File: config.mk
export PLATFORM = sky130hd
export DESIGN_NAME = fmrc_cell
export DESIGN_NICKNAME = d
export VERILOG_FILES = /design/src/rtl/fmrc_pkg.sv /design/src/rtl/fmrc_cell.sv
export SDC_FILE = /design/constraint.sdc
export NUM_CORES = 1
export LEC_CHECK = 0
export BUFFER_PORTS_ARGS = -buffer_cell sky130_fd_sc_hd__buf_2
export CAP_MARGIN = 25
export CELL_PAD_IN_SITES_DETAIL_PLACEMENT = 1
export CELL_PAD_IN_SITES_GLOBAL_PLACEMENT = 2
export CORE_MARGIN = 2
export CORE_UTILIZATION = 39
export DETAILED_ROUTE_END_ITERATION = 10
export PLACE_DENSITY = 0.83
export SLEW_MARGIN = 40
export SYNTH_ARGS = -nofsm -noshare
export SYNTH_HDL_FRONTEND = slang
export SYNTH_SLANG_ARGS = --single-unit
File: constraint.sdc
create_clock -name clk -period 4 [get_ports clk]
set_input_delay 0.4 -clock clk [delete_from_list [all_inputs] [get_ports clk]]
set_output_delay 0.4 -clock clk [all_outputs]
set_load 0.01 [all_outputs]
File: src/rtl/fmrc_pkg.sv
// Package of types and constants for the first-match range rule classifier.
`default_nettype none
package fmrc_pkg;
	localparam int unsigned RULES_DEF     = 64;
	localparam int unsigned ENGINES_DEF   = 5;
	localparam int unsigned EXECUTORS_DEF = 7;
	localparam int unsigned TEMPLATES_DEF = 16;

	localparam logic [3:0] FS_OP      = 4'd0;
	localparam logic [3:0] FS_DTYPE   = 4'd1;
	localparam logic [3:0] FS_EN      = 4'd2;
	localparam logic [3:0] FS_RMIN    = 4'd3;
	localparam logic [3:0] FS_RMAX    = 4'd4;
	localparam logic [3:0] FS_BMIN    = 4'd5;
	localparam logic [3:0] FS_BMAX    = 4'd6;
	localparam logic [3:0] FS_NMIN    = 4'd7;
	localparam logic [3:0] FS_NMAX    = 4'd8;
	localparam logic [3:0] FS_SMIN    = 4'd9;
	localparam logic [3:0] FS_ENGINE  = 4'd10;
	localparam logic [3:0] FS_EXEC    = 4'd11;
	localparam logic [3:0] FS_TMPL    = 4'd12;
	localparam logic [3:0] FS_COST    = 4'd13;
	localparam logic [3:0] FS_HASCOST = 4'd14;

	localparam logic CMD_WRITE  = 1'b0;
	localparam logic CMD_LOOKUP = 1'b1;

	localparam logic [1:0] REG_RANKS   = 2'd0;
	localparam logic [1:0] REG_NPUS    = 2'd1;
	localparam logic [1:0] REG_SERVERS = 2'd2;
	localparam logic [1:0] REG_RULES   = 2'd3;

	// Lookup key broadcast to every cell.
	typedef struct packed {
		logic [3:0]  op;
		logic [4:0]  dtype;
		logic [47:0] bytes;
		logic [31:0] ranks;
		logic [31:0] npus;
		logic [31:0] servers;
	} key_t;

	// Rule field write broadcast to every cell.
	typedef struct packed {
		logic        en;
		logic [3:0]  sel;
		logic [47:0] value;
	} wr_t;

	// Result of one cell.
	typedef struct packed {
		logic        hit;
		logic [23:0] target;
		logic        has_cost;
		logic [31:0] cost;
	} hit_t;
endpackage
`default_nettype wire

File: src/rtl/fmrc_cell.sv
// One rule cell: stores a rule and compares it against the broadcast key.
`default_nettype none
module fmrc_cell (
	input  wire logic          clk,
	input  wire fmrc_pkg::wr_t wr,
	input  wire fmrc_pkg::key_t key,
	input  wire logic          active,
	output fmrc_pkg::hit_t     res
);
	logic [3:0]  op_q;
	logic [4:0]  dtype_q;
	logic [7:0]  en_q;
	logic [31:0] rmin_q, rmax_q, nmin_q, nmax_q, smin_q;
	logic [47:0] bmin_q, bmax_q;
	logic [7:0]  eng_q, exe_q, tpl_q;
	logic [31:0] cost_q;
	logic        hc_q;

	always_ff @(posedge clk) begin
		if (wr.en) begin
			unique case (wr.sel)
				fmrc_pkg::FS_OP:      op_q    <= wr.value[3:0];
				fmrc_pkg::FS_DTYPE:   dtype_q <= wr.value[4:0];
				fmrc_pkg::FS_EN:      en_q    <= wr.value[7:0];
				fmrc_pkg::FS_RMIN:    rmin_q  <= wr.value[31:0];
				fmrc_pkg::FS_RMAX:    rmax_q  <= wr.value[31:0];
				fmrc_pkg::FS_BMIN:    bmin_q  <= wr.value;
				fmrc_pkg::FS_BMAX:    bmax_q  <= wr.value;
				fmrc_pkg::FS_NMIN:    nmin_q  <= wr.value[31:0];
				fmrc_pkg::FS_NMAX:    nmax_q  <= wr.value[31:0];
				fmrc_pkg::FS_SMIN:    smin_q  <= wr.value[31:0];
				fmrc_pkg::FS_ENGINE:  eng_q   <= wr.value[7:0];
				fmrc_pkg::FS_EXEC:    exe_q   <= wr.value[7:0];
				fmrc_pkg::FS_TMPL:    tpl_q   <= wr.value[7:0];
				fmrc_pkg::FS_COST:    cost_q  <= wr.value[31:0];
				fmrc_pkg::FS_HASCOST: hc_q    <= wr.value[0];
				default: ;
			endcase
		end
	end

	logic ok;
	always_comb begin
		ok = active && (op_q == key.op);
		if (en_q[0] && key.ranks < rmin_q) ok = 1'b0;
		if (en_q[1] && key.ranks > rmax_q) ok = 1'b0;
		if (en_q[2] && key.bytes < bmin_q) ok = 1'b0;
		if (en_q[3] && key.bytes > bmax_q) ok = 1'b0;
		if (en_q[4] && dtype_q != key.dtype) ok = 1'b0;
		if (en_q[5] && key.npus < nmin_q) ok = 1'b0;
		if (en_q[6] && key.npus > nmax_q) ok = 1'b0;
		if (en_q[7] && key.servers < smin_q) ok = 1'b0;
	end

	assign res.hit      = ok;
	assign res.target   = {tpl_q, exe_q, eng_q};
	assign res.has_cost = hc_q;
	assign res.cost     = cost_q;
endmodule
`default_nettype wire

Yosys cells after proc, flatten, opt, wreduce, memory -nomap -nowiden
Cells that the tools add are included.
{ "word_totals": {"in_bits": 208, "word_cells": 71, "reg_bits": 330} }
{ "op_classes": {"n_reduce_logical": 25, "mux": 8, "n_eq_ne": 16, "magnitude_cmp": 7} }
{ "op_table": {"columns": ["cell", "count"], "rows": [
  ["$lt 32x32->1", 3],
  ["$gt 32x32->1", 2],
  ["$gt 48x48->1", 1],
  ["$lt 48x48->1", 1],
  ["$reduce_and 2->1", 15],
  ["$eq 4x4->1 const B", 7],
  ["$eq 4x3->1 const B", 4],
  ["$logic_and 1x1->1", 9],
  ["$eq 4x2->1 const B", 2],
  ["$mux 1", 8],
  ["$ne 5x5->1", 1],
  ["$eq 4x1->1 const B", 1],
  ["$eq 4x4->1", 1],
  ["$logic_not 4->1", 1]
]} }

Longest topological paths before layout
{ "depth": {"depth_word": 10, "depth_mapped": 10} }

Least setup slack after synthesis
OpenSTA, ideal clock, no wires.
{ "synth_path": {"path_type": "input port to flip-flop", "startpoint": "in wr[50] (netlist name)", "endpoint": "reg nmax_q[0], enable pin", "arrival_time_ps": 2816, "setup_ps": 461, "stages": 2, "required_time_ps": 3539, "slack_ps": 723, "path_cell_list": "nand3b_1 nor3_1"} }
{ "synth_between": {"elab_chain_len": 2} }
{ "synth_lines": {"columns": ["item", "line_no", "text"], "rows": [
  ["from (decl)", "fmrc_cell.sv:5", "input wire fmrc_pkg::wr_t wr,"],
  ["$eq 4x4->1", "fmrc_cell.sv:21", "unique case (wr.sel)"],
  ["$reduce_and 2->1 (no line)", null, null],
  ["to (signal assigned)", "fmrc_cell.sv:30", "fmrc_pkg::FS_NMAX: nmax_q <= wr.value[31:0];"],
  ["to (decl)", "fmrc_cell.sv:13", "logic [31:0] rmin_q, rmax_q, nmin_q, nmax_q, smin_q;"]
]} }
No other way between the ends.
A chain may end at the register's enable or synchronous reset.

==> impl_metrics.ini <==
[place]
io_buffer_count = 265
placed_cell_area_um2 = 18700
post-place-ws_ps = 361
hpwl_mm = 34.6
gp_congestion = 0.832

[critical_path]
cp_common_cell = a221o_1
path_class = reg -> out
required_ps = 3600
critPathMaxStageDelay_ps = 420
arrival_ps = 3420
cp_max_fo = 2
cp_cell_sequence = inv_1 > ha_1 > a21oi_1 > o21ai_0 > a221o_1 > a2111oi_4 > o211ai_1 > a221o_1 > nor4_4 > buf_2
crit_path_top_delay_cell = a221o_1
critPathCaptureType = output port
startpoint_type = flop

[status]
run_status = finished, final reports clean

[die]
core_area_um2 = 41900
start_util_pct = 39.5
fp.dieW_um = 210
io_pins = 266
row_count = 75
fp.dieH_um = 210
die_area_um2 = 44000

[finish]
final_common_cell = edfxtp_1
finalNetCount = 2035
area_growth_pct = 20.9
regArea_um2 = 9910
fin_area_um2 = 20000
drive_above_1_share_pct = 21.9
fill_cells = 4400
final_cell_mix = edfxtp_1, buf_2, inv_1
multi_input_area_um2 = 5730

[clock_network]
cts_buffers = 39
cts.sink_count = 330
cts_tree = yes
clockRootBuffer = clkbuf_16
cts_hold_buffers = 0
htreeDepth = 2
path_clk_slew_ps = 60
cts_setup_buffers = 0
clk_path_buf_depth = 3

[logic_synthesis]
yosys_most_used_dff = edfxtp_1
yosys_warnings = 0
synth-async-reset-ratio_pct = 0
avgSynthCellArea_um2 = 13.1
synth_edf_count = 330
netlist_instances = 1258
ys_seq_elements = 330
seq_area_frac_synth_pct = 60.0
synth.distinct_cells = 48
synthesis.area_um2 = 16500
syn_nets = 1718

[timing]
hold_violations = 0
period_share_pct = 95.4
whs_ps = 45.9
setup_viol = 0
tns_ps = 0
tightestPinTransition_ps = 740
period_minus_slack_ps = 3820
fin_ws_ps = 184
fmax_ghz = 0.262
relSlewSlack_pct = 50.7
rsz0062_at_grt = false
slew_viol_final = 0

[route]
wirelength_mm = 44.8
drt-initial-drc-count = 445
drtAntennaViolNets = 0
wl_per_cell_um = 20.9
drc = 0
firstDrtPassIters = 4
vias_per_cell = 5.08
vias = 10900

[power_and_ir_drop]
power.density_nw_per_um2 = 401
vdd_drop_max_mv = 0.317
power_leakage_uw = 0.00889
totalPowerFinal_uw = 8020

[global_route]
grt_max_degree = 49
grt_pass1_wl_mm = 68.2
antenna_found_initial = 9
grt_usage_pct = 20.7
grt_overflow = 0
first_global_vias = 11800

[flow_run]
drv_cap = 0

[hold_path]
hp-class = in -> reg
==> synthesized netlist by cell type, drive strengths merged, types with 9 or more instances <==
cell	count	share of area (%)
a2111oi	9	0.48
o21ai	37	1.1
a21o	25	1.1
and4	9	0.48
nand4	33	1.3
nor3	14	0.42
nor2b	12	0.45
nand3	29	0.91
ha	252	19
a21oi	87	2.6
nor2	33	0.75
o211ai	14	0.64
a211oi	10	0.45
edfxtp	330	60
inv	256	5.8
nand2	37	0.84
==> power breakdown <==
| part | leakage, µW | switching [µW] | internal [µW] |
|---|---|---|---|
| Clock | 0.000603 | 1360 | 2110 |
| Combinational | 0.00531 | 388 | 260 |
| Sequential | 0.00298 | 17.6 | 3880 |
| Total | 0.00889 | 1770 | 6250 |
==> per-stage QoR <==
stage	util, %	std cells
floorplan	-	1258
global placement	44.5	2070
detailed placement	44.7	2073
CTS	47.7	2139
global route	47.7	2139
finish	47.7	2141
==> metal layers <==
layer  share of wire (%)  wire length [µm]  vias to the layer above  GRT usage [%]
li1                    -                 -                     5249              -
met5                0.13                57                        -              0
met2                  50             22400                      242           36.5
met4                 1.6               729                       10           4.92
met1                  43             19200                     5308           25.8
met3                 5.4              2410                       60           4.52
==> cells by family after synthesis <==
| kind of cell | synth area share (%) |
|---|---|
| XOR/XNOR | 0.477 |
| AND/OR/NAND/NOR | 6.57 |
| buffers and inverters | 5.91 |
| AO/OA/AOI/OAI | 7.99 |
| adder cells (fa/ha/maj) | 19.1 |
| flip-flops | 60.0 |
==> critical path, delay by kind of cell (launching register included) <==
family	cells	cell delay [ps]
adder cells (fa/ha/maj)	1	240
AND/OR/NAND/NOR	1	310
AO/OA/AOI/OAI	6	1690
flip-flops	1	370
buffers and inverters	2	270
==> state kept, by name, indices dropped and copies added (netlist names), 32 cells and up <==
name	cells
bmax_q	48
bmin_q	48
cost_q	32
nmax_q	32
nmin_q	32
rmax_q	32
rmin_q	32
smin_q	32
==> worst paths after layout <==
path	start	to	slack, ps	cells after the start
worst min-delay path	wr[38]	bmin_q[38]	50	1
worst max-delay path	bmax_q[17]	res[57]	180	10
==> cell type report <==
| class | instances | share of cell area, % |
|---|---|---|
| sequential | 330 | 49.6 |
| multi-input combinational | 670 | 28.7 |
| timing repair buffer | 278 | 7.30 |
| clock buffer | 47 | 5.25 |
| inverter | 256 | 4.81 |
| tap | 539 | 3.38 |
| clock inverter | 19 | 0.933 |
| antenna | 2 | 0.0251 |
==> what timing repair did <==
action | 4_1_cts | 5_1_grt
gates resized for setup | 3 | 3
pin swaps | 0 | 3
setup endpoints to repair | 1 | 1
Note: power is estimated with default switching activity, not from simulation.
